**src/rtl/rfae_pkg.sv**
```systemverilog
// Package: shared types, codes and constants of the register file ALU executor.
package rfae_pkg;

  localparam int unsigned IdxW = 6;
  localparam int unsigned DataW = 32;
  localparam int unsigned RegCountDef = 64;
  localparam int unsigned IdxSpan = 64;

  typedef enum logic [5:0] {
    CMD_NOP, CMD_MOVE, CMD_SELECT, CMD_ADD, CMD_SUB, CMD_MULU, CMD_MULS, CMD_MADDU,
    CMD_MADDS, CMD_DIVMODU, CMD_DIVMODS, CMD_AND, CMD_OR, CMD_XOR, CMD_NOT, CMD_SLL,
    CMD_SRL, CMD_SRA, CMD_ROR, CMD_CLZ, CMD_CLO, CMD_SLTU, CMD_SLTS, CMD_BSWAPH,
    CMD_BSWAPW, CMD_HSWAPW, CMD_ADDI, CMD_ANDI, CMD_ORI, CMD_XORI, CMD_SLLI, CMD_SRLI,
    CMD_SRAI, CMD_RORI, CMD_SLTUI, CMD_SLTSI, CMD_BFEXT, CMD_BFINS, CMD_LI
  } cmd_e;

  typedef enum logic [2:0] {
    CLS_NOP, CLS_ALU, CLS_MUL, CLS_MAC, CLS_DIV
  } cls_e;

  typedef enum logic [3:0] {
    ST_IDLE, ST_RD_AB, ST_RD_CX, ST_EXEC, ST_MAC, ST_DIV, ST_WR_LO, ST_WR_HI, ST_OUT
  } state_e;

  typedef struct packed {
    logic [5:0]  cmd;
    logic [5:0]  dest_reg;
    logic [5:0]  dest2_reg;
    logic [5:0]  src1_reg;
    logic [5:0]  src2_reg;
    logic [5:0]  sel_reg;
    logic [31:0] imm;
    logic [4:0]  field_start;
    logic [4:0]  field_count;
  } in_item_t;

  typedef struct packed {
    logic [31:0] low_result;
    logic [31:0] high_result;
    logic        low_written;
    logic        high_written;
  } out_item_t;

  typedef struct packed {
    in_item_t item;
    cls_e     cls;
    logic     sgn;
  } q_item_t;

  typedef struct packed {
    logic [IdxW-1:0]  raddr0;
    logic [IdxW-1:0]  raddr1;
    logic             we;
    logic [IdxW-1:0]  waddr;
    logic [DataW-1:0] wdata;
  } rf_req_t;

endpackage

```
**src/rtl/rfae_regs.sv**
```systemverilog
// Register file: two registered read ports, one write port, cleared by valid bits.
module rfae_regs #(
  parameter int unsigned RegCount = rfae_pkg::RegCountDef
) (
  input  logic                          clk_i,
  input  logic                          rst_ni,
  input  rfae_pkg::rf_req_t             req_i,
  output logic [rfae_pkg::DataW-1:0]    rdata0_o,
  output logic [rfae_pkg::DataW-1:0]    rdata1_o
);
  import rfae_pkg::*;

  localparam int unsigned Depth = (RegCount < IdxSpan) ? RegCount : IdxSpan;
  localparam int unsigned AW = (Depth > 1) ? $clog2(Depth) : 1;
  localparam logic [IdxW:0] Lim = (IdxW+1)'(Depth);

  logic [DataW-1:0] mem_q [Depth];
  logic [Depth-1:0] valid_q;
  logic [DataW-1:0] rd0_q, rd1_q;
  logic             ok0_q, ok1_q;
  logic             in0, in1, inw;

  assign in0 = {1'b0, req_i.raddr0} < Lim;
  assign in1 = {1'b0, req_i.raddr1} < Lim;
  assign inw = {1'b0, req_i.waddr} < Lim;

  always_ff @(posedge clk_i) begin
    if (req_i.we && inw) mem_q[req_i.waddr[AW-1:0]] <= req_i.wdata;
    rd0_q <= mem_q[req_i.raddr0[AW-1:0]];
    rd1_q <= mem_q[req_i.raddr1[AW-1:0]];
  end

  always_ff @(posedge clk_i or negedge rst_ni) begin
    if (!rst_ni) begin
      valid_q <= '0;
      ok0_q   <= 1'b0;
      ok1_q   <= 1'b0;
    end else begin
      if (req_i.we && inw) valid_q[req_i.waddr[AW-1:0]] <= 1'b1;
      ok0_q <= in0 && valid_q[req_i.raddr0[AW-1:0]];
      ok1_q <= in1 && valid_q[req_i.raddr1[AW-1:0]];
    end
  end

  assign rdata0_o = ok0_q ? rd0_q : '0;
  assign rdata1_o = ok1_q ? rd1_q : '0;

endmodule

```
**config.mk**
```make
export PLATFORM = sky130hd
export DESIGN_NAME = rfae_regs
export DESIGN_NICKNAME = d
export VERILOG_FILES = /design/src/rtl/rfae_pkg.sv /design/src/rtl/rfae_regs.sv
export SDC_FILE = /design/constraint.sdc
export NUM_CORES = 2
export LEC_CHECK = 0
export CORE_MARGIN = 3
export CORE_UTILIZATION = 25
export DETAILED_ROUTE_END_ITERATION = 6
export DONT_BUFFER_PORTS = 1
export PLACE_DENSITY = 0.51
export SYNTH_ARGS = -nofsm -noshare
export SYNTH_HDL_FRONTEND = slang
export SYNTH_SLANG_ARGS = --single-unit
```
**constraint.sdc**
```tcl
create_clock -name clk_i -period 1.7 [get_ports clk_i]
set_input_delay 0.34 -clock clk_i [delete_from_list [all_inputs] [get_ports clk_i]]
set_output_delay 0.34 -clock clk_i [all_outputs]
set_load 0.05 [all_outputs]
```
==> metrics.txt <==
synthesized net count=roughly 4600; placed cell areas=roughly 110000 um2; Antenna Violating Nets Remaining=0; most frequent cells in the layout=2048 x edfxtp_1, 1204 x mux4_2, 249 x buf_4, 248 x buf_12, 240 x clkbuf_16; CTS root buffer=clkbuf_16; share of layout cells above drive strength 1=48.98%; P_leak=~39 nW; hold path depth=4; wire length per cell=33.66 um; drt via density=just over 5; Cell Rows=230; ys async rst share=between 3 and 4%; io pins=117; Hold Vio Cnt, Final=0; number of synthesized flops with an enable pin=2048; initial core utilization=25.21%; Max stage delay on crit path=between 1 and 1.5 ns; sequential cell area=~64000 um2; Die Y=~640 um; Total Routed Length=approximately 350 mm; crit path cell chain=mux4_2 -> mux2_2 -> o211ai_1 -> nand3_1; DR DRC count=0; number of CTS-inserted buffers=219; final period utilization=159.2%; Rel. slew slack=-58.61%; Mapped Cells=4589; clk sink count=around 2200; DR pass1 iterations=5; Setup crit end kind=flip-flop; FF-to-FF End=rd0_q[27]$_DFF_P_; CP Launch Type=input port; RR Startpoint=mem_q[32][27]$_DFFE_PP_; I/O Buffers=0; Slew Limit Fails=405; vias in the first global route=approximately 56000; pin count of the biggest net entering global routing=approximately 500; worst path bufs/invs=0; CP required=2.41 ns; antenna violations before repair=37; reg2reg path depth=4; Max Clk Rate=between 300 and 400 MHz; commonest non-fill, non-tap cell in the layout=edfxtp_1; Clock Pin Slew Worst Setup and Hold Paths=roughly 0.060 ns; Distinct cells, synth=37; CP top delay family=multiplexers; Worst Clk Skew=0.04829 ns; worst skew pair latency=around 0.90 ns; min-delay worst type=in -> reg; syn avg cell area=~22 um2; via count=between 50000 and 60000; CTS tree=built; all-layer global routing usage=between 10% and 20%; hold endpoint=rd0_q[28]$_DFF_P_; WS Path Type=in -> reg; setup ws final=-1.006 ns; startpoint of the worst hold path=req_i[49]; global-route wire length before repair=around 480 mm; initial drt markers=6542; Reg2Reg Setup Slack=-0.55 ns; Synth Cell Area=around 99000 um2; count of final setup violators=130; Die W=~640 um; sequential-to-total area share from yosys stat=roughly two thirds; Critical Path AT=about 3.4 ns; fill count=~37000; Yosys warning count=0; Finished Core Util=between 30% and 40%; max cap viols=0; Tightest Pin Transition=2.379 ns; nets@finish=between 5000 and 6000; core area=~400000 um2; routability congestion estimate=0.7977; TNS Setup=-70.76 ns; Multi-input gate area=34660 um2; Main synth FF type=edfxtp_1; Max clock buf depth=4; unrepaired setup endpoints after global routing=true; VDD IR-drop max=between 800 and 900 uV; slowest stage cell, crit path=mux4_2; DP Wirelength=a little under 200 mm; post-route minimum period=2.706 ns; Yosys reg bits=approximately 2200; violated checks=slew limit, setup timing; H-tree lvl count=4; design area=122900 um2; outcome=complete, but fails checks; Die ar.=between 400000 and 500000 um2; PD cells=1020 nW/um2; CP Max Fanout=between 300 and 400; GR Overflow Total=0; P&R area growth vs syn=23.72%
[kinds of logic after synthesis]
kind of cell	Yosys count	synth area share [%]
DFF	2178	64.87
buffers and inverters	363	1.917
AOI/OAI and AO/OA	213	1.494
and+or+nand+nor	393	1.953
muxes	1442	29.76
[metal layers]
layer,wire [um],track usage [%],vias up
li1,-,-,21160
met3,23630,2.606,563
met5,35,0,-
met4,14700,6.059,6
met1,134600,20.74,30170
met2,181200,29.30,2542
[layout make-up]
type,count,area share [%]
flip-flops and latches,2178,52.44
multi-input cells,2048,28.21
repair buffers,656,7.810
well taps,5220,5.315
clock buffers,263,4.794
clock inverters,130,1.363
diodes,27,0.05499
inverters,3,0.009164
[worst max path at each step]
stage	start	to	slack, ns	cells after the start
2_1_floorplan	req_i[35]	mem_q[48][0]$_DFFE_PP_	-0.52	4
3_3_place_gp	req_i[39]	rd1_q[10]$_DFF_P_	-1.18	6
3_5_place_dp	req_i[39]	rd1_q[10]$_DFF_P_	-1.33	6
4_1_cts	ok1_q$_DFF_PN0_	rdata1_o[14]	-0.84	5
5_1_grt	ok1_q$_DFF_PN0_	rdata1_o[25]	-0.71	4
6_report	req_i[45]	rd0_q[20]$_DFF_P_	-1.01	4
[cells in the mapped netlist, types with 43 or more instances]
cell type  number  area share, %
mux2i_1       189            1.9
clkbuf_1       93           0.35
dfxtp_1        64            1.3
edfxtp_1     2048             62
nand2_1       111           0.42
a21oi_1        43           0.22
nor2_1         81           0.31
buf_2         157           0.79
buf_4          50           0.38
dfrtp_1        66            1.7
and2_1         68           0.43
a22oi_1        98           0.74
or2_2          66           0.42
mux2_2         49           0.56
mux4_2       1204             27
[where the power goes]
| part | leakage [nW] | internal, W | total [W] | switching, W |
|---|---|---|---|---|
| Clock | 3.71 | 0.0304 | 0.0518 | 0.0214 |
| Combinational | 15.3 | 0.00685 | 0.0134 | 0.00655 |
| Sequential | 19.8 | 0.0595 | 0.0601 | 0.000644 |
| Total | 38.8 | 0.0968 | 0.125 | 0.0286 |
[flip-flops by register name (all words and copies together) (netlist names)]
name     count
rd0_q       32
rd1_q       32
valid_q     64
ok0_q        1
ok1_q        1
mem_q     2048
[worst reg2reg max path, stage by stage, from the launching register on]
cell      delay [ns]
edfxtp_1        0.40
mux4_2          0.47
mux2_4          0.28
o211ai_1        0.70
nand3_1         0.21
[per-stage QoR]
stage	worst slack (ns)	power, W	std cells	hold slack, ns
finish	-1.006	0.1254	10530	0.04614
global route	-0.7136	0.1289	10510	0.008654
CTS	-0.8402	0.1253	10460	0.0008077
detailed placement	-1.333	0.07126	9982	0.05922
global placement	-1.178	0.07123	9982	0.05787
floorplan	-0.5176	0.06827	4589	0.04441
[repair_timing]
| action | CTS | global route |
|---|---|---|
| gates resized for setup | 272 | 68 |
| pin swaps | 95 | 41 |
| setup buffers | 18 | 9 |
| cloned | 2 | 20 |
| hold endpoints to repair | 2239 | 2 |
| hold buffers | 87 | 2 |
| setup endpoints to repair | 129 | 130 |
Note: power is estimated with default switching activity, not from simulation.
