## src/rtl/rfae_div.sv

```systemverilog
// Divider: unsigned restoring divide, one quotient bit per cycle.
module rfae_div (
  input  logic        clk_i,
  input  logic        rst_ni,
  input  logic        start_i,
  input  logic [31:0] dividend_i,
  input  logic [31:0] divisor_i,
  output logic        done_o,
  output logic [31:0] quot_o,
  output logic [31:0] rem_o
);
  logic [31:0] quo_q, dvs_q;
  logic [32:0] rem_q;
  logic [5:0]  cnt_q;
  logic        busy_q, done_q;
  logic [32:0] shifted, diff;

  assign shifted = {rem_q[31:0], quo_q[31]};
  assign diff    = shifted - {1'b0, dvs_q};

  always_ff @(posedge clk_i) begin
    if (start_i) begin
      quo_q <= dividend_i;
      dvs_q <= divisor_i;
      rem_q <= '0;
    end else if (busy_q) begin
      if (!diff[32]) begin
        rem_q <= diff;
        quo_q <= {quo_q[30:0], 1'b1};
      end else begin
        rem_q <= shifted;
        quo_q <= {quo_q[30:0], 1'b0};
      end
    end
  end

  always_ff @(posedge clk_i or negedge rst_ni) begin
    if (!rst_ni) begin
      busy_q <= 1'b0;
      done_q <= 1'b0;
      cnt_q  <= '0;
    end else begin
      done_q <= 1'b0;
      if (start_i) begin
        busy_q <= 1'b1;
        cnt_q  <= '0;
      end else if (busy_q) begin
        cnt_q <= cnt_q + 6'd1;
        if (cnt_q == 6'd31) begin
          busy_q <= 1'b0;
          done_q <= 1'b1;
        end
      end
    end
  end

  assign done_o = done_q;
  assign quot_o = quo_q;
  assign rem_o  = rem_q[31:0];

endmodule

```

## config.mk

```make
export PLATFORM = sky130hd
export DESIGN_NAME = rfae_div
export DESIGN_NICKNAME = d
export VERILOG_FILES = /design/src/rtl/rfae_div.sv
export SDC_FILE = /design/constraint.sdc
export NUM_CORES = 1
export LEC_CHECK = 0
export BUFFER_PORTS_ARGS = -buffer_cell sky130_fd_sc_hd__buf_2
export CAP_MARGIN = 20
export CORE_AREA = 2 2 91 128
export CTS_BUF_LIST = sky130_fd_sc_hd__clkbuf_4
export CTS_CLUSTER_DIAMETER = 100
export CTS_CLUSTER_SIZE = 20
export DETAILED_ROUTE_END_ITERATION = 6
export DIE_AREA = 0 0 93 130
export PLACE_DENSITY = 0.82
export SYNTH_ARGS = -nofsm -noshare
export SYNTH_HDL_FRONTEND = slang
export SYNTH_SLANG_ARGS = --single-unit
```

## constraint.sdc

```tcl
create_clock -name clk_i -period 3.5 [get_ports clk_i]
set_input_delay 0.875 -clock clk_i [delete_from_list [all_inputs] [get_ports clk_i]]
set_output_delay 0.875 -clock clk_i [all_outputs]
set_load 0.02 [all_outputs]
```

==> results of run 1 <==
[metrics by stage]
| step | total power (W) | area, um^2 | utilization | cells | hold WS (ns) |
|---|---|---|---|---|---|
| final | 0.00498 | 7080 | 0.641 | 871 | 0.178 |
| after global routing | 0.00531 | 7080 | 0.641 | 871 | 0.169 |
| after CTS | 0.00499 | 7080 | 0.641 | 871 | 0.156 |
| after detailed placement | 0.00425 | 6910 | 0.625 | 855 | 0.515 |
| after global placement | 0.00419 | 6910 | 0.625 | 855 | 0.502 |
| after floorplan | 0.00364 | 6140 | - | 600 | 0.486 |
[cell usage in the layout, fill, tap and decap left out, drive strengths merged, types with 5 or more instances in the layout]
| cell | instances |
|---|---|
| edfxtp | 64 |
| mux2 | 32 |
| and3 | 7 |
| a21o | 9 |
| mux2i | 15 |
| nor2 | 55 |
| buf | 141 |
| xnor2 | 17 |
| a311oi | 14 |
| o21ai | 20 |
| nand2b | 6 |
| a21oi | 38 |
| inv | 43 |
| nand4 | 6 |
| ha | 33 |
| nor3b | 6 |
| nand2 | 40 |
| o211ai | 7 |
| nand3 | 20 |
| nor3 | 5 |
| a211oi | 19 |
| or3 | 5 |
| xor2 | 12 |
| dfrtp | 8 |
| clkbuf | 9 |
| and2 | 7 |
| dfxtp | 32 |
[layout make-up]
cell class	instances	area (um^2)	share of cell area
flip-flops and latches	104	2760	0.390
clock buffers	9	67.6	0.00954
inverters	40	150	0.0212
clock inverters	7	101	0.0143
well taps	144	180	0.0254
repair buffers	141	746	0.105
multi-input cells	426	3070	0.434
[how the worst min path moves through the flow]
stage,start,to,slack (ns)
after floorplan,cnt_q[5],busy_q,0.49
after global placement,rem_q[22],rem_q[22],0.50
after detailed placement,rem_q[23],rem_q[23],0.52
after CTS,rst_ni,cnt_q[3],0.16
after global routing,rst_ni,cnt_q[3],0.17
final,rst_ni,cnt_q[3],0.18
[report_power, final]
group / switching, W / internal, W / total, W
Sequential: 0.000192 / 0.00153 / 0.00172
Combinational: 0.00147 / 0.00106 / 0.00253
Clock: 0.000436 / 0.000298 / 0.000734
Total: 0.00210 / 0.00288 / 0.00498
[routing by layer]
metal | up-vias | part of all wire | track usage
met1 | 2331 | 0.39 | 0.262
met2 | 196 | 0.52 | 0.421
met4 | 0 | 0.037 | 0.132
met5 | - | 0 | 0
li1 | 2457 | - | -
met3 | 42 | 0.060 | 0.0479
[kinds of logic (layout without fill, tap and decap cells)]
family / count (synthesis) / after routing / synth area share
AND/OR/NAND/NOR: 175 / 175 / 0.141
AO/OA/AOI/OAI: 141 / 141 / 0.165
flip-flops: 104 / 104 / 0.450
buffers and inverters: 70 / 197 / 0.0497
multiplexers: 47 / 47 / 0.0831
adder cells (fa/ha/maj): 34 / 34 / 0.0705
XOR/XNOR: 29 / 29 / 0.0414
[sequential cells by signal, indices dropped and copies added, names as in the netlist]
signal	flops
done_o	1
busy_q	1
dvs_q	32
quot_o	32
rem_q	32
cnt_q	6
[cells in the mapped netlist (4+ instances only)]
library cell | instances | area, um^2
and2_1 | 7 | 43.8
edfxtp_1 | 64 | 1920
and4_1 | 4 | 35.0
xnor2_1 | 17 | 149
nand2_1 | 39 | 146
dfxtp_1 | 32 | 641
a311oi_2 | 4 | 60.1
nand4_1 | 6 | 37.5
a311oi_1 | 10 | 87.6
mux2_2 | 32 | 360
nor3b_1 | 6 | 45.0
clkbuf_1 | 14 | 52.6
or3_1 | 5 | 31.3
ha_1 | 33 | 413
a21o_1 | 9 | 67.6
xor2_1 | 12 | 105
buf_6 | 4 | 45.0
a211oi_1 | 18 | 135
inv_1 | 40 | 150
a21oi_1 | 37 | 185
nor2b_1 | 4 | 25.0
a31oi_1 | 4 | 25.0
mux2i_1 | 15 | 150
buf_2 | 7 | 35.0
nor2_1 | 55 | 206
buf_1 | 4 | 15.0
and3_1 | 7 | 43.8
o21ai_0 | 18 | 90.1
o211ai_1 | 7 | 52.6
dfrtp_1 | 8 | 200
nor3_1 | 5 | 25.0
nand2b_1 | 6 | 37.5
nand3_1 | 20 | 100
[worst max-delay path, stage by stage (launching register included)]
cell	delay, ns
edfxtp_1	0.41
inv_1	0.05
ha_1	0.22
fa_1	0.40
nand2b_1	0.18
a21oi_1	0.28
o211ai_1	0.20
a31o_1	0.25
a41oi_2	0.22
nand2_2	0.20
buf_12	0.22
or3_1	0.35
o311ai_1	0.07
==> out/qor.yml, run 1 <==
vias_per_cell: 5.77
num_antenna_cells: 0
synthToLayoutAreaGrowth_pct: 15.3
antenna_found_initial: 0
fillers: 896
clk_pin_slew_worst_paths_ns: 0.18
die_y_um: 130
cts_max_level: 3
wire_per_inst_um: 16.0
crit_required_ns: 3.89
tns_ns: 0
drv_slew: 0
synth_cell_types: 66
clock_latency_ns: 0.49
ctsResizeCount: 0
dieArea_mm2: 0.0121
ys_seq_elements: 104
ys_dominant_reg_cell: "edfxtp_1"
grt_overflow_total: 0
clock_path_buffers: 2
wl_um: 14000
regToRegStartpoint: "quot_o[31]"
syn_avg_cell_area_um2: 10.2
grt_pass1_vias: 4924
hold_violations: 0
place_congestion: 0.898
drive_gt1_frac: 0.285
grt_max_degree: 46
tritoncts: "yes"
power.leakage_nw: 3.17
via_count: 5026
dpl.hpwl_um: 10400
ctsHoldBuffers: 0
postCtsSetupRepairBufs: 0
final_nets: 823
async_reset_ff_frac: 0.0769
endpoint: "rem_q[21]"
synth_warnings: 0
period_needed_ns: 3.19
hp-class: "primary input to asynchronous set/reset pin"
grt_first_pass_wirelength_um: 22800
worst_pin_slew_ns: 0.583
cap_violations: 0
cp-start-kind: "flop"
max_slew_margin: 0.612
die_w_um: 93
fmax_mhz: 314
numPortBuffers: 131
r2r-end: "rem_q[21]"
post-route-period-util: 0.911
row_count: 46
synth_edf_count: 64
drt_iter0_markers: 317
grt_setup_unrepaired: "no"
root_buffer: "clkbuf_4"
ios: 132
crit_path_start: "quot_o[31]"
critPathArrivalTime_ns: 3.58
critPathCaptureType: "flop"
drt_drc_violations_left: 0
ir_drop_mv: 0.322
finalSetupViolCount: 0
status: "finished clean"
netlist_instances: 600
regToRegSetupSlack_ns: 0.31
syn_area_mm2: 0.00614
initial_utilization: 0.556
critical_path_class: "flop to flop"
fin_skew_ns: 0.0282
first_pass_iters: 5
core_mm2: 0.0111
grt_use_total: 0.236
synth-seq-area-share: 0.450
rr_worst_depth: 12
cts_sinks: 104
critPathMaxFanout: 25
dp_slack_ns: 0.347
drtAntennaViolNets: 0
cts-buffers-inserted: 9
setup_ws_ns: 0.312
power_density_mw_per_mm2: 704
syn_nets: 701
Note: power is estimated with default switching activity, not from simulation.
==> run 2: changes to the inputs <==
- PLACE_DENSITY: 0.82 -> 0.88
==> run 2 against run 1 <==
Cell count is the same. Via count grew 1.5%. Sequential share of layout area shrank 0.14 points. Fmax grew 4.2%. Setup slack gained 0.13 ns. Design area grew 0.35%. Power grew 1.1%. Largest cell class unchanged. Largest power group unchanged. Highest routed layer unchanged.
==> out/qor.yml, run 2 (synthesis results as in run 1) <==
status: "finished clean"
cts_max_level: 3
max_slew_margin: 0.609
final_nets: 823
cap_violations: 0
drt_drc_violations_left: 0
grt_use_total: 0.241
sequentialPowerShare: 0.341
root_buffer: "clkbuf_4"
fmax_mhz: 327
critPathMaxFanout: 40
vias_per_cell: 5.85
setup_ws_ns: 0.442
dieArea_mm2: 0.0121
switching_share: 0.415
ir_drop_mv: 0.445
clock_latency_ns: 0.47
post-route-period-util: 0.874
grt_max_degree: 49
fin_skew_ns: 0.0155
power_density_mw_per_mm2: 709
synthToLayoutAreaGrowth_pct: 15.7
first_pass_iters: 5
ios: 132
use_met3: 0.0433
grt_setup_unrepaired: "no"
holdWs_ns: 0.200
drtAntennaViolNets: 0
initial_utilization: 0.556
critPathCaptureType: "flop"
intPower_w: 0.00295
crit_required_ns: 3.87
wl_um: 14100
dp_slack_ns: 0.467
utilization: 0.643
met1_usage: 0.276
num_antenna_cells: 0
wire_per_inst_um: 16.2
row_count: 46
final_common_cell: "buf_2"
cts-buffers-inserted: 9
grt_overflow_total: 0
antenna_found_initial: 0
postCtsSetupRepairBufs: 0
die_y_um: 130
p_clk_frac: 0.158
fin_area_mm2: 0.00711
cp-start-kind: "flop"
ctsHoldBuffers: 0
fillers: 917
critical_path_class: "flop to flop"
tns_ns: 0
via_count: 5099
drive_gt1_frac: 0.285
worst_pin_slew_ns: 0.587
tritoncts: "yes"
grt_pass1_vias: 5047
grt_first_pass_wirelength_um: 23400
power_switching_w: 0.00209
use_met2: 0.436
place_congestion: 0.898
power.leakage_nw: 3.18
cts_sinks: 104
hold_violations: 0
numPortBuffers: 131
drt_iter0_markers: 261
critPathArrivalTime_ns: 3.43
core_mm2: 0.0111
clock_path_buffers: 2
period_needed_ns: 3.06
drv_slew: 0
grt-busiest-layer: "met2"
placed_area_mm2: 0.00691
dpl.hpwl_um: 10600
mostFrequentLayoutCells: "130 x buf_2, 64 x edfxtp_1, 55 x nor2_1"
ctsResizeCount: 0
hp-class: "primary input to asynchronous set/reset pin"
finalSetupViolCount: 0
die_w_um: 93
pwr-share-comb: 0.502
clk_pin_slew_worst_paths_ns: 0.17
[run 2: changes by cell type in the layout (fill, tap and decap cells not counted)]
cell / before / now
bufinv_16: 2 / 3
clkinv_2: 1 / 0
clkinv_4: 0 / 1
inv_6: 2 / 1
[run 2: final timing paths]
path	cells past startpoint	startpoint	to	slack (ns)
max	12	quot_o[31]	rem_q[26]	0.44
min	1	rst_ni	cnt_q[5]	0.20
max reg2reg	12	quot_o[31]	rem_q[26]	0.44
min reg2reg	2	rem_q[23]	rem_q[23]	0.53
max in group asynchronous	1	rst_ni	busy_q	3.12
min in group clk_i	2	rem_q[23]	rem_q[23]	0.53
[run 2: stage by stage]
| step | power [W] | instances |
|---|---|---|
| floorplan | 0.00364 | 600 |
| global placement | 0.00417 | 855 |
| detailed placement | 0.00424 | 855 |
| global route | 0.00537 | 871 |
| CTS | 0.00504 | 871 |
| finish | 0.00504 | 871 |
[run 2: per-layer routing]
layer  vias to the layer above  share of wire
li1                       2460              -
met1                      2387           0.39
met2                       214           0.52
met3                        38          0.065
met4                         0          0.027
met5                         -              0
[run 2: cell type report]
| class | count | area [um^2] | share of cell area |
|---|---|---|---|
| clock inverter | 7 | 126 | 0.0178 |
| tap | 144 | 180 | 0.0254 |
| inverter | 40 | 150 | 0.0211 |
| timing repair buffer | 141 | 746 | 0.105 |
| sequential | 104 | 2760 | 0.389 |
| multi-input combinational | 426 | 3070 | 0.432 |
| clock buffer | 9 | 67.6 | 0.00951 |
[run 2: critical path, cell delays in order, from the launching register on]
cell and delay (ns):
edfxtp_1 0.40, inv_1 0.05, ha_1 0.22, fa_1 0.39
nand2b_1 0.18, a21oi_1 0.25, o211ai_1 0.19, a311oi_1 0.39
a41oi_2 0.08, nand2_2 0.11, buf_12 0.23, o2111ai_1 0.15
a311oi_1 0.32
[run 2: power groups by stage]
stage / registers, W / clock network [W] / logic [W]
6_report: 0.00172 / 0.000794 / 0.00253
5_1_grt: 0.00175 / 0.000850 / 0.00277
4_1_cts: 0.00172 / 0.000809 / 0.00251
3_5_place_dp: 0.00174 / 0 / 0.00250
3_3_place_gp: 0.00174 / 0 / 0.00243
2_1_floorplan: 0.00193 / 0 / 0.00171
==> run 3: changes to the inputs <==
- CORE_AREA: 2 2 91 128 -> 2 2 93 131
- CTS_BUF_LIST: sky130_fd_sc_hd__clkbuf_4 -> sky130_fd_sc_hd__clkbuf_16
- DIE_AREA: 0 0 93 130 -> 0 0 95 133
- PLACE_DENSITY: 0.88 -> 0.85
==> run 3 against run 2 <==
Count of clock-buffer cells in the layout grew 1. Flip-flop and latch count is the same. Global-route usage shrank 0.24 points. Largest cell class unchanged. Highest routed layer unchanged.
==> out/qor.yml, run 3 (synthesis results as in run 1) <==
status: "finished clean"
final_common_cell: "buf_2"
grt_setup_unrepaired: "no"
fillers: 946
drive_gt1_frac: 0.285
finalSetupViolCount: 0
wire_per_inst_um: 16.7
num_antenna_cells: 0
placed_area_mm2: 0.00693
numPortBuffers: 131
slowest_delay_ns: 0.42
dpl.hpwl_um: 11000
ctsHoldBuffers: 0
fin_area_mm2: 0.00723
core_mm2: 0.0116
seq_area_mm2: 0.00276
critical_path_class: "flop to flop"
worst_pin_slew_ns: 0.607
wl_met1_um: 5760
vias_per_cell: 5.78
hp-class: "primary input to asynchronous set/reset pin"
tns_ns: 0
first_pass_iters: 7
final_nets: 825
root_buffer: "clkbuf_16"
cap_violations: 0
grt_first_pass_wirelength_um: 24000
place_congestion: 0.922
ctsResizeCount: 0
grt_use_total: 0.239
slowest_stage: "fa_1"
cts_sinks: 104
cp-start-kind: "flop"
dieArea_mm2: 0.0126
clock_latency_ns: 0.35
critPathArrivalTime_ns: 3.28
clk_pin_slew_worst_paths_ns: 0.08
die_w_um: 95
cts-buffers-inserted: 9
power_density_mw_per_mm2: 732
via_count: 5066
crit_required_ns: 3.60
drt_drc_violations_left: 0
grt_overflow_total: 0
antenna_found_initial: 0
grt_max_degree: 50
grt_pass1_vias: 5133
fin_skew_ns: 0.0107
drv_slew: 0
cts_max_level: 3
top_layer_used: "met4"
drtAntennaViolNets: 0
wl_um: 14600
path_cells: "inv_1, ha_1, fa_1, nand2b_1, a21oi_1, o211ai_1, a31o_1, a41oi_2, nand2_2, buf_4, mux2_2"
post-route-period-util: 0.908
tritoncts: "yes"
wl_met3_um: 844
met2_length_um: 7660
synthToLayoutAreaGrowth_pct: 17.8
ios: 132
critPathMaxFanout: 11
row_count: 47
drt_iter0_markers: 287
die_y_um: 133
max_slew_margin: 0.595
initial_utilization: 0.530
mostFrequentLayoutCells: "130 x buf_2, 64 x edfxtp_1, 55 x nor2_1"
postCtsSetupRepairBufs: 0
critPathCaptureType: "flop"
multi_input_area_mm2: 0.00307
ir_drop_mv: 0.325
clock_path_buffers: 2
power.leakage_nw: 3.24
p_total_w: 0.00529
fmax_mhz: 315
hold_violations: 0
period_needed_ns: 3.18
[run 3: through the flow]
stage          hold WS [ns]  utilization  instances  setup WS [ns]
2_1_floorplan         0.486            -        600          0.492
3_3_place_gp          0.501        0.598        860          0.434
3_5_place_dp          0.510        0.598        860          0.327
4_1_cts               0.352        0.624        876          0.315
5_1_grt               0.355        0.624        876          0.108
6_report              0.355        0.624        876          0.323
[run 3: critical path: cells and delay by family (launching register included)]
kind / cells / cell delay, ns
compound gates: 4 / 0.91
fa+ha+maj: 2 / 0.64
flops: 1 / 0.39
simple gates: 2 / 0.39
buf+inv: 2 / 0.32
mux: 1 / 0.27
[run 3: final cells by class]
class,instances,area share
multi-input combinational,426,0.425
sequential,104,0.382
timing repair buffer,143,0.105
clock buffer,10,0.0346
tap,147,0.0254
inverter,40,0.0208
clock inverter,6,0.00675
[run 3: final timing paths]
| kind | start | endpoint | slack (ns) | cells past startpoint |
|---|---|---|---|---|
| setup / recovery | quot_o[31] | quot_o[0] | 0.32 | 11 |
| hold / removal | rst_ni | cnt_q[4] | 0.35 | 1 |
| setup reg to reg | quot_o[31] | quot_o[0] | 0.32 | 11 |
| hold reg to reg | rem_q[17] | rem_q[17] | 0.52 | 2 |
| max in group asynchronous | rst_ni | busy_q | 2.97 | 1 |
| min in group clk_i | rem_q[17] | rem_q[17] | 0.52 | 2 |
[run 3: power by group]
| part | internal, W | total [W] | switching (W) |
|---|---|---|---|
| Sequential | 0.00153 | 0.00173 | 0.000193 |
| Clock | 0.000536 | 0.00102 | 0.000482 |
| Combinational | 0.00106 | 0.00255 | 0.00149 |
| Total | 0.00313 | 0.00529 | 0.00217 |
[run 3: layer usage]
layer / vias up / GRT usage
met3: 38 / 0.0513
met1: 2385 / 0.270
met4: 0 / 0.0886
li1: 2459 / -
met2: 184 / 0.432
met5: - / 0
