$ cat src/rtl/rfae_pkg.sv
// Package: shared types, codes and constants of the register file ALU executor.
package rfae_pkg;

  localparam int unsigned IdxW = 6;
  localparam int unsigned DataW = 32;
  localparam int unsigned RegCountDef = 64;
  localparam int unsigned IdxSpan = 64;

  typedef enum logic [5:0] {
    CMD_NOP, CMD_MOVE, CMD_SELECT, CMD_ADD, CMD_SUB, CMD_MULU, CMD_MULS, CMD_MADDU,
    CMD_MADDS, CMD_DIVMODU, CMD_DIVMODS, CMD_AND, CMD_OR, CMD_XOR, CMD_NOT, CMD_SLL,
    CMD_SRL, CMD_SRA, CMD_ROR, CMD_CLZ, CMD_CLO, CMD_SLTU, CMD_SLTS, CMD_BSWAPH,
    CMD_BSWAPW, CMD_HSWAPW, CMD_ADDI, CMD_ANDI, CMD_ORI, CMD_XORI, CMD_SLLI, CMD_SRLI,
    CMD_SRAI, CMD_RORI, CMD_SLTUI, CMD_SLTSI, CMD_BFEXT, CMD_BFINS, CMD_LI
  } cmd_e;

  typedef enum logic [2:0] {
    CLS_NOP, CLS_ALU, CLS_MUL, CLS_MAC, CLS_DIV
  } cls_e;

  typedef enum logic [3:0] {
    ST_IDLE, ST_RD_AB, ST_RD_CX, ST_EXEC, ST_MAC, ST_DIV, ST_WR_LO, ST_WR_HI, ST_OUT
  } state_e;

  typedef struct packed {
    logic [5:0]  cmd;
    logic [5:0]  dest_reg;
    logic [5:0]  dest2_reg;
    logic [5:0]  src1_reg;
    logic [5:0]  src2_reg;
    logic [5:0]  sel_reg;
    logic [31:0] imm;
    logic [4:0]  field_start;
    logic [4:0]  field_count;
  } in_item_t;

  typedef struct packed {
    logic [31:0] low_result;
    logic [31:0] high_result;
    logic        low_written;
    logic        high_written;
  } out_item_t;

  typedef struct packed {
    in_item_t item;
    cls_e     cls;
    logic     sgn;
  } q_item_t;

  typedef struct packed {
    logic [IdxW-1:0]  raddr0;
    logic [IdxW-1:0]  raddr1;
    logic             we;
    logic [IdxW-1:0]  waddr;
    logic [DataW-1:0] wdata;
  } rf_req_t;

endpackage

$ cat src/rtl/rfae_front.sv
// Front end: accepts items, classifies them and queues them for the back end.
module rfae_front (
  input  logic              clk_i,
  input  logic              rst_ni,
  input  logic              in_valid_i,
  output logic              in_stall_o,
  input  rfae_pkg::in_item_t in_data_i,
  input  logic              pop_i,
  output logic              q_valid_o,
  output rfae_pkg::q_item_t q_data_o
);
  import rfae_pkg::*;

  q_item_t    entry_q [2];
  logic       wr_ptr_q, rd_ptr_q;
  logic [1:0] cnt_q;
  logic       push, pop;
  q_item_t    cls_item;

  always_comb begin
    cls_item.item = in_data_i;
    cls_item.sgn  = 1'b0;
    unique case (cmd_e'(in_data_i.cmd))
      CMD_NOP:                 cls_item.cls = CLS_NOP;
      CMD_MULU:                cls_item.cls = CLS_MUL;
      CMD_MULS: begin
        cls_item.cls = CLS_MUL;
        cls_item.sgn = 1'b1;
      end
      CMD_MADDU:               cls_item.cls = CLS_MAC;
      CMD_MADDS: begin
        cls_item.cls = CLS_MAC;
        cls_item.sgn = 1'b1;
      end
      CMD_DIVMODU:             cls_item.cls = CLS_DIV;
      CMD_DIVMODS: begin
        cls_item.cls = CLS_DIV;
        cls_item.sgn = 1'b1;
      end
      default: begin
        cls_item.cls = (in_data_i.cmd > 6'(CMD_LI)) ? CLS_NOP : CLS_ALU;
      end
    endcase
  end

  assign in_stall_o = (cnt_q == 2'd2);
  assign push       = in_valid_i && !in_stall_o;
  assign q_valid_o  = (cnt_q != 2'd0);
  assign pop        = pop_i && q_valid_o;
  assign q_data_o   = entry_q[rd_ptr_q];

  always_ff @(posedge clk_i) begin
    if (push) entry_q[wr_ptr_q] <= cls_item;
  end

  always_ff @(posedge clk_i or negedge rst_ni) begin
    if (!rst_ni) begin
      wr_ptr_q <= 1'b0;
      rd_ptr_q <= 1'b0;
      cnt_q    <= 2'd0;
    end else begin
      if (push) wr_ptr_q <= !wr_ptr_q;
      if (pop) rd_ptr_q <= !rd_ptr_q;
      cnt_q <= cnt_q + {1'b0, push} - {1'b0, pop};
    end
  end

endmodule

$ cat config.mk
export PLATFORM = sky130hd
export DESIGN_NAME = rfae_front
export DESIGN_NICKNAME = d
export VERILOG_FILES = /design/src/rtl/rfae_pkg.sv /design/src/rtl/rfae_front.sv
export SDC_FILE = /design/constraint.sdc
export NUM_CORES = 1
export LEC_CHECK = 0
export ABC_AREA = 1
export BUFFER_PORTS_ARGS = -buffer_cell sky130_fd_sc_hd__buf_4
export CAP_MARGIN = 20
export CORE_ASPECT_RATIO = 0.6
export CORE_MARGIN = 5
export CORE_UTILIZATION = 47
export CTS_CLUSTER_SIZE = 10
export DETAILED_ROUTE_END_ITERATION = 7
export PLACE_DENSITY = 0.72
export SETUP_SLACK_MARGIN = 0.05
export SLEW_MARGIN = 20
export SYNTH_ARGS = -nofsm -noshare
export SYNTH_HDL_FRONTEND = slang
export SYNTH_SLANG_ARGS = --single-unit
$ cat constraint.sdc
create_clock -name clk_i -period 4.27 [get_ports clk_i]
set_input_delay 0.427 -clock clk_i [delete_from_list [all_inputs] [get_ports clk_i]]
set_output_delay 0.427 -clock clk_i [all_outputs]
set_load 0.02 [all_outputs]
==> results of run 1 <==
## metrics by stage
| step | power, uW | hold WS [ps] | std cells |
|---|---|---|---|
| after CTS | 6280 | 170 | 835 |
| after global routing | 6570 | 164 | 835 |
| after floorplan | 3770 | 131 | 479 |
| final | 6220 | 188 | 835 |
| after detailed placement | 4760 | 228 | 802 |
| after global placement | 4710 | 225 | 802 |
## registers in the layout, summed over array words and instances (netlist names)
| signal | count |
|---|---|
| entry_q | 164 |
| cnt_q | 2 |
| rd_ptr_q | 1 |
| wr_ptr_q | 1 |
## final timing paths
path                       depth (start not counted)             end  slack (ps)
setup / recovery                                   5     q_data_o[4]        1550
hold / removal                                     1  entry_q[1][75]         190
setup reg to reg                                   4   entry_q[1][5]        2250
hold reg to reg                                    2        cnt_q[1]         620
max in group asynchronous                          2        rd_ptr_q        3800
min in group asynchronous                          2        cnt_q[1]         360
## layout make-up
class	count	area (um^2)	area share, %
Inverter	10	37.5	0.450
Sequential cell	168	5030	60.3
Timing Repair Buffer	172	1320	15.8
Clock buffer	18	429	5.15
Clock inverter	14	163	1.95
Multi-Input combinational cell	283	1150	13.8
Tap cell	170	213	2.55
## worst max-delay path, stage by stage (launching register included)
cell                      delay (ps)
sky130_fd_sc_hd__dfrtp_2         410
sky130_fd_sc_hd__inv_2           520
sky130_fd_sc_hd__buf_4           550
sky130_fd_sc_hd__nand2_1         120
sky130_fd_sc_hd__nand2_1         100
sky130_fd_sc_hd__buf_4           150
## power breakdown
| group | switching [uW] | internal (uW) | total (uW) |
|---|---|---|---|
| clock | 644 | 877 | 1520 |
| combinational | 1530 | 818 | 2350 |
| sequential | 90.3 | 2260 | 2350 |
## kinds of logic after synthesis
group | after synthesis | synth area share, %
and+or+nand+nor | 273 | 16.6
xor gates and xnor gates | 4 | 0.556
DFF | 168 | 79.7
buffers and inverters | 28 | 2.28
AOI/OAI and AO/OA | 4 | 0.417
adders and majority gates | 2 | 0.397
## timing repair
item	in CTS	in global routing
endpoints found under the hold margin	4	0
hold buffers	1	0
setup buffers	0	0
## cells in the mapped netlist, drive strengths merged
cell type  instances
o21ai              2
inv               10
xnor2              1
nand3              4
edfxtp           164
ha                 2
xor2               3
buf               17
or2                2
clkbuf             1
nor2              11
dfrtp              4
o21a               1
nand2            256
a21oi              1
## layout by cell type (no fill, tap or decap), types with 2 or more instances in the layout
| master | count |
|---|---|
| sky130_fd_sc_hd__inv_8 | 2 |
| sky130_fd_sc_hd__nor2_1 | 7 |
| sky130_fd_sc_hd__buf_12 | 2 |
| sky130_fd_sc_hd__ha_1 | 2 |
| sky130_fd_sc_hd__nor2_4 | 3 |
| sky130_fd_sc_hd__clkinv_4 | 3 |
| sky130_fd_sc_hd__edfxtp_1 | 164 |
| sky130_fd_sc_hd__inv_2 | 2 |
| sky130_fd_sc_hd__bufinv_16 | 2 |
| sky130_fd_sc_hd__buf_4 | 169 |
| sky130_fd_sc_hd__inv_6 | 4 |
| sky130_fd_sc_hd__nand2_1 | 255 |
| sky130_fd_sc_hd__dfrtp_1 | 3 |
| sky130_fd_sc_hd__xor2_1 | 3 |
| sky130_fd_sc_hd__nand3_1 | 4 |
| sky130_fd_sc_hd__inv_1 | 8 |
| sky130_fd_sc_hd__clkinvlp_4 | 2 |
| sky130_fd_sc_hd__clkbuf_16 | 17 |
## per-layer routing
layer	share of wire [%]	GRT usage, %	wire length, um
met4	1.2	5.44	164
met3	11	8.57	1550
met1	42	21.0	5690
met2	45	26.9	6090
met5	0	0	0
==> flow_summary.rst, run 1 <==
.. list-table::
   :header-rows: 1

   * - Metric
     - Value
   * - Setup skew after layout
     - 7.11 ps
   * - Area growth syn-to-layout
     - 32.3%
   * - Power density over the cells
     - 746 nW/um^2
   * - Std-Cell Core Area
     - 13000 um^2
   * - GRT Util Overall
     - 17.1%
   * - TritonCTS buffer count
     - 17
   * - Synthesis warning total
     - 0
   * - Result of the run
     - finished clean
   * - Min Clock Period, post-route
     - 2720 ps
   * - Part of the Yosys area used for sequential elements
     - 79.7%
   * - Clock latency on the worst-skew pair
     - 420 ps
   * - Worst slack at placement
     - 1980 ps
   * - Critical-path maximum fanout
     - 43
   * - Static leakage power
     - 0.00356 uW
   * - Max-slew violation total from the final report
     - 0
   * - Antenna violations before repair
     - 0
   * - Count of unique library cells instantiated by Yosys
     - 22
   * - Detail-routed net length per standard cell
     - 16.2 um
   * - Main area contributors after synthesis
     - sky130_fd_sc_hd__edfxtp_1, sky130_fd_sc_hd__nand2_1, sky130_fd_sc_hd__dfrtp_1, sky130_fd_sc_hd__buf_4, sky130_fd_sc_hd__buf_2
   * - Post-synthesis cell area
     - 6300 um^2
   * - Share of the clock period used by the worst path after layout
     - 63.6%
   * - Synthesized net count
     - 563
   * - Worst relative slew slack
     - 39.7%
   * - Number of global-route vias before repair
     - 4213
   * - Setup TNS
     - 0 ps
   * - Chip Height
     - 99.7 um
   * - Number of hold violations in the final report
     - 0
   * - Maximum root-to-sink buffer count
     - 2
   * - Detail Route Antenna Nets
     - 0
   * - Mean area per synthesized cell
     - 13.2 um^2
   * - Startpoint of the most critical setup path
     - rd_ptr_q
   * - DRC violation total after the first TritonRoute iteration
     - 337
   * - Vias
     - 4000
   * - WP data required
     - 3840 ps
   * - DR DRC count
     - 0
   * - Share of the synthesized area in the top cell type
     - 78.1%
   * - F_max
     - 0.368 GHz
   * - Clock tree root driver cell
     - sky130_fd_sc_hd__clkbuf_16
   * - Global placer's final weighted congestion
     - 0.806
   * - Overall die width
     - 159 um
   * - Type of origin of the critical path
     - flop
   * - Die Footprint
     - 15900 um^2
   * - Standard cell area after detailed placement
     - 7730 um^2
   * - Unrepaired setup endpoints after global routing
     - false
   * - Launch instance of the worst register-to-register path
     - cnt_q[1]
   * - Type of the worst setup path
     - flop to output pin
   * - Number of buffer cells added on primary ports
     - 165
   * - Depth of the CTS H-tree
     - 4
   * - Total overflow reported by the global router
     - 0
   * - Crit end category
     - output pin
   * - Number of clock sinks seen by CTS
     - 168
   * - Wire length of the first global-routing pass
     - 21100 um
   * - Fill cell count
     - 976
   * - Diodes inserted
     - 0
   * - Peak supply drop
     - 0.000416 V
   * - Hpwl dp
     - 8790 um
   * - Synthesized instance count
     - 479
   * - Share of final-layout standard cells stronger than drive strength 1
     - 31.6%
   * - Post-layout worst setup margin
     - 1550 ps
   * - Via-per-instance ratio
     - 4.79
   * - Detailed Routing Iterations Pass 1
     - 4
   * - Max-Cap Viols
     - 0
   * - Count of nets after finishing
     - 736
   * - Clock tree from TritonCTS
     - built
   * - I/O Pins
     - 166
   * - Hold Crit Class
     - input port to flop
   * - Setup violations, final
     - 0
   * - Pin count of the biggest net entering global routing
     - 83
   * - Area leader, netlist
     - sky130_fd_sc_hd__edfxtp_1
   * - Row count
     - 32
   * - Starting Density
     - 48.6%
   * - Routed WL
     - 13500 um
   * - Post-synthesis sequential element count
     - 168
   * - Worst-Margin Slew
     - 905 ps
   * - Clock transition at the registers of the reported paths
     - 70 ps
   * - Hold_sp
     - in_data_i[71]
   * - Share of the core filled with cells in the final layout
     - 64.3%
   * - Worst endpoint data arrival time
     - 2290 ps
   * - Post-cts gate resize count
     - 0
   * - Final cell area excluding filler cells
     - 8340 um^2
Note: power is estimated with default switching activity, not from simulation.
==> run 2, diff against run 1 <==
--- a/config.mk
+++ b/config.mk
@@ -5,15 +5,15 @@
 export SDC_FILE = /design/constraint.sdc
 export NUM_CORES = 1
 export LEC_CHECK = 0
-export ABC_AREA = 1
+export ABC_AREA = 0
 export BUFFER_PORTS_ARGS = -buffer_cell sky130_fd_sc_hd__buf_4
 export CAP_MARGIN = 20
 export CORE_ASPECT_RATIO = 0.6
 export CORE_MARGIN = 5
-export CORE_UTILIZATION = 47
+export CORE_UTILIZATION = 52
 export CTS_CLUSTER_SIZE = 10
 export DETAILED_ROUTE_END_ITERATION = 7
-export PLACE_DENSITY = 0.72
+export PLACE_DENSITY = 0.76
 export SETUP_SLACK_MARGIN = 0.05
 export SLEW_MARGIN = 20
 export SYNTH_ARGS = -nofsm -noshare
==> constraint.sdc (replaced) <==
create_clock -name clk_i -period 2.67 [get_ports clk_i]
set_input_delay 0.267 -clock clk_i [delete_from_list [all_inputs] [get_ports clk_i]]
set_output_delay 0.267 -clock clk_i [all_outputs]
set_load 0.02 [all_outputs]
==> flow_summary.rst, run 2 <==
.. list-table::
   :header-rows: 1

   * - Metric
     - Value
   * - Wire length of the first global-routing pass
     - 18000 um
   * - Result of the run
     - finished clean
   * - Setup fix buffers added after clock tree synthesis
     - 0
   * - Number of buffer cells added on primary ports
     - 165
   * - Setup TNS
     - 0 ps
   * - Sequence of cells on the critical path
     - buf_12, mux2_2, buf_4
   * - Unrepaired setup endpoints after global routing
     - false
   * - Number of flops mapped to enable cells by yosys
     - 164
   * - Master of the slowest instance on the critical path
     - sky130_fd_sc_hd__dfrtp_4
   * - Power density over the cells
     - 1140 nW/um^2
   * - Share of final-layout standard cells stronger than drive strength 1
     - 59.3%
   * - Commonest cells after routing, fill and taps aside
     - sky130_fd_sc_hd__buf_4, sky130_fd_sc_hd__edfxtp_1, sky130_fd_sc_hd__mux2_2, sky130_fd_sc_hd__clkbuf_16, sky130_fd_sc_hd__clkinv_4
   * - Std-Cell Core Area
     - 11900 um^2
   * - Post-synthesis sequential element count
     - 168
   * - Dominant cell by count in the synthesized netlist
     - sky130_fd_sc_hd__edfxtp_1
   * - Detail-routed net length per standard cell
     - 18.5 um
   * - Antenna violations before repair
     - 0
   * - Clock tree root driver cell
     - sky130_fd_sc_hd__clkbuf_16
   * - Area leader, netlist
     - sky130_fd_sc_hd__edfxtp_1
   * - Worst-Margin Slew
     - 564 ps
   * - Final Power
     - 9410 uW
   * - Depth of the CTS H-tree
     - 4
   * - Primary FF master, synth
     - sky130_fd_sc_hd__edfxtp_1
   * - Via-per-instance ratio
     - 5.05
   * - Max-Cap Viols
     - 0
   * - Share of the clock period used by the worst path after layout
     - 80.2%
   * - Starting Density
     - 52.5%
   * - GRT Util Overall
     - 17.0%
   * - Buffers and inverters on the worst path
     - 2
   * - Total overflow reported by the global router
     - 0
   * - Min Clock Period, post-route
     - 2140 ps
   * - DR DRC count
     - 0
   * - Setup skew after layout
     - 7.86 ps
   * - TritonCTS buffer count
     - 17
   * - Multiplexer share of the synthesized area
     - 14.9%
   * - Maximum single-stage delay on the critical path
     - 440 ps
   * - Flip-flop count of the largest register after layout
     - 164
   * - Adder-Cell Fraction of Synth Area
     - 0.401%
   * - Part of the Yosys area used for sequential elements
     - 80.4%
   * - F_max
     - 0.467 GHz
   * - Worst endpoint data arrival time
     - 1870 ps
   * - Simple logic cell fraction of the synthesized area
     - 1.28%
   * - Area growth syn-to-layout
     - 32.2%
   * - Peak supply drop
     - 0.000800 V
   * - Critical-path maximum fanout
     - 82
   * - Commonest cells in the netlist
     - sky130_fd_sc_hd__edfxtp_1, sky130_fd_sc_hd__mux2_2, sky130_fd_sc_hd__buf_6
   * - WP data required
     - 2400 ps
   * - Share of the synthesized area in the top cell type
     - 78.8%
   * - Number of global-route vias before repair
     - 3480
   * - Setup violations, final
     - 0
   * - Synthesized net count
     - 373
   * - Fill cell count
     - 793
   * - XOR/XNOR share of the synthesized area
     - 0.701%
   * - Type of origin of the critical path
     - flop
   * - Vias
     - 3262
   * - Type of the worst setup path
     - flop to output pin
   * - Count of nets after finishing
     - 552
   * - Leading cell type in the layout, fill and taps excluded
     - sky130_fd_sc_hd__buf_4
   * - Area taken by flip-flops and latches
     - 5030 um^2
   * - Maximum root-to-sink buffer count
     - 2
   * - Chip Height
     - 94.9 um
   * - Post-synthesis cell area
     - 6250 um^2
   * - Clock transition at the registers of the reported paths
     - 70 ps
   * - Main area contributors after synthesis
     - sky130_fd_sc_hd__edfxtp_1, sky130_fd_sc_hd__mux2_2, sky130_fd_sc_hd__dfrtp_1, sky130_fd_sc_hd__buf_6, sky130_fd_sc_hd__xnor2_1
   * - Main combinational cell family by area after synthesis
     - multiplexers
   * - Routed WL
     - 11900 um
   * - Detailed Routing Iterations Pass 1
     - 4
   * - Biggest register
     - entry_q
   * - Hpwl dp
     - 7790 um
   * - Worst relative slew slack
     - 62.4%
   * - Hold Crit Class
     - input port to flop
   * - Pin count of the biggest net entering global routing
     - 83
   * - Synth async-reset ratio
     - 2.38%
   * - DRC violation total after the first TritonRoute iteration
     - 155
   * - Number of clock sinks seen by CTS
     - 168
   * - Clock tree from TritonCTS
     - built
   * - Synthesis warning total
     - 0
   * - Post-cts gate resize count
     - 0
   * - Row count
     - 31
   * - Registers with the highest flip-flop counts
     - entry_q: 164 flops, cnt_q: 2 flops
   * - Clock latency on the worst-skew pair
     - 410 ps
   * - Synthesized instance count
     - 289
   * - Crit end category
     - output pin
   * - Mean area per synthesized cell
     - 21.6 um^2
   * - Overall die width
     - 152 um
   * - I/O Pins
     - 166
   * - Detail Route Antenna Nets
     - 0
   * - Global placer's final weighted congestion
     - 0.744
   * - Static leakage power
     - 0.00308 uW
   * - Die Footprint
     - 14400 um^2
   * - Count of unique library cells instantiated by Yosys
     - 26
   * - Complex-gate fraction of the synthesized area
     - 0.601%
   * - Top Family by Delay on Critical Path
     - buffers and inverters
   * - Total area of multi-input combinational cells
     - 1130 um^2
   * - Diodes inserted
     - 0
   * - Number of hold violations in the final report
     - 0
   * - Max-slew violation total from the final report
     - 0
==> run 2: changes by cell type after synthesis, sizes merged, moves of 3 or more <==
| cell | change |
|---|---|
| nand2 | -255 |
| mux2 | +82 |
| nor2 | -9 |
| buf | -8 |
| inv | -7 |
| nand3 | -4 |
| nor3 | +3 |
| xnor2 | +3 |
==> run 2: report_power, final <==
group | switching [uW] | leakage, uW | internal (uW)
registers | 139 | 0.00157 | 3610
clock network | 1010 | 0.000273 | 1310
logic | 1850 | 0.00123 | 1490
==> run 2: cells by family after synthesis <==
logic type,Yosys count
compound gates,5
xor+xnor,5
fa+ha+maj,2
buf+inv,12
flops,168
mux,83
simple gates,14
==> run 2: final timing paths <==
path,to,cells after the start,start,slack [ps]
max in group asynchronous,rd_ptr_q,2,rst_ni,2370
max,q_data_o[31],3,rd_ptr_q,530
min reg2reg,cnt_q[1],1,cnt_q[1],510
min,entry_q[0][36],1,in_data_i[32],30
max reg2reg,entry_q[1][0],3,cnt_q[1],870
min in group asynchronous,cnt_q[0],2,rst_ni,180
==> run 2: routing by layer <==
| metal | up-vias | global-route usage [%] | wire length (um) |
|---|---|---|---|
| met4 | 0 | 6.50 | 127 |
| li1 | 1508 | - | - |
| met5 | - | 0 | 0 |
| met3 | 11 | 6.86 | 1220 |
| met2 | 109 | 26.6 | 5640 |
| met1 | 1634 | 21.6 | 4950 |
==> run 2: through the flow <==
step	util (%)	instances	setup slack [ps]	hold WS, ps	cell area (um^2)
CTS	69.3	646	518	14.1	8260
global route	69.3	646	479	18.6	8260
finish	69.3	646	529	32.1	8260
detailed placement	64.5	613	860	66.6	7680
global placement	64.5	613	892	65.8	7680
floorplan	-	289	419	-28.6	6260
==> run 2: repair_timing <==
action | 4_1_cts | 5_1_grt
hold buffers | 1 | 0
hold endpoints to repair | 4 | 0
setup endpoints to repair | 0 | 0
==> run 2: area by class of cell <==
cell class | instances | share of cell area (%)
sequential | 168 | 60.9
multi-input combinational | 109 | 13.7
clock inverter | 13 | 1.67
timing repair buffer | 169 | 15.8
clock buffer | 19 | 5.24
inverter | 3 | 0.136
tap | 165 | 2.50
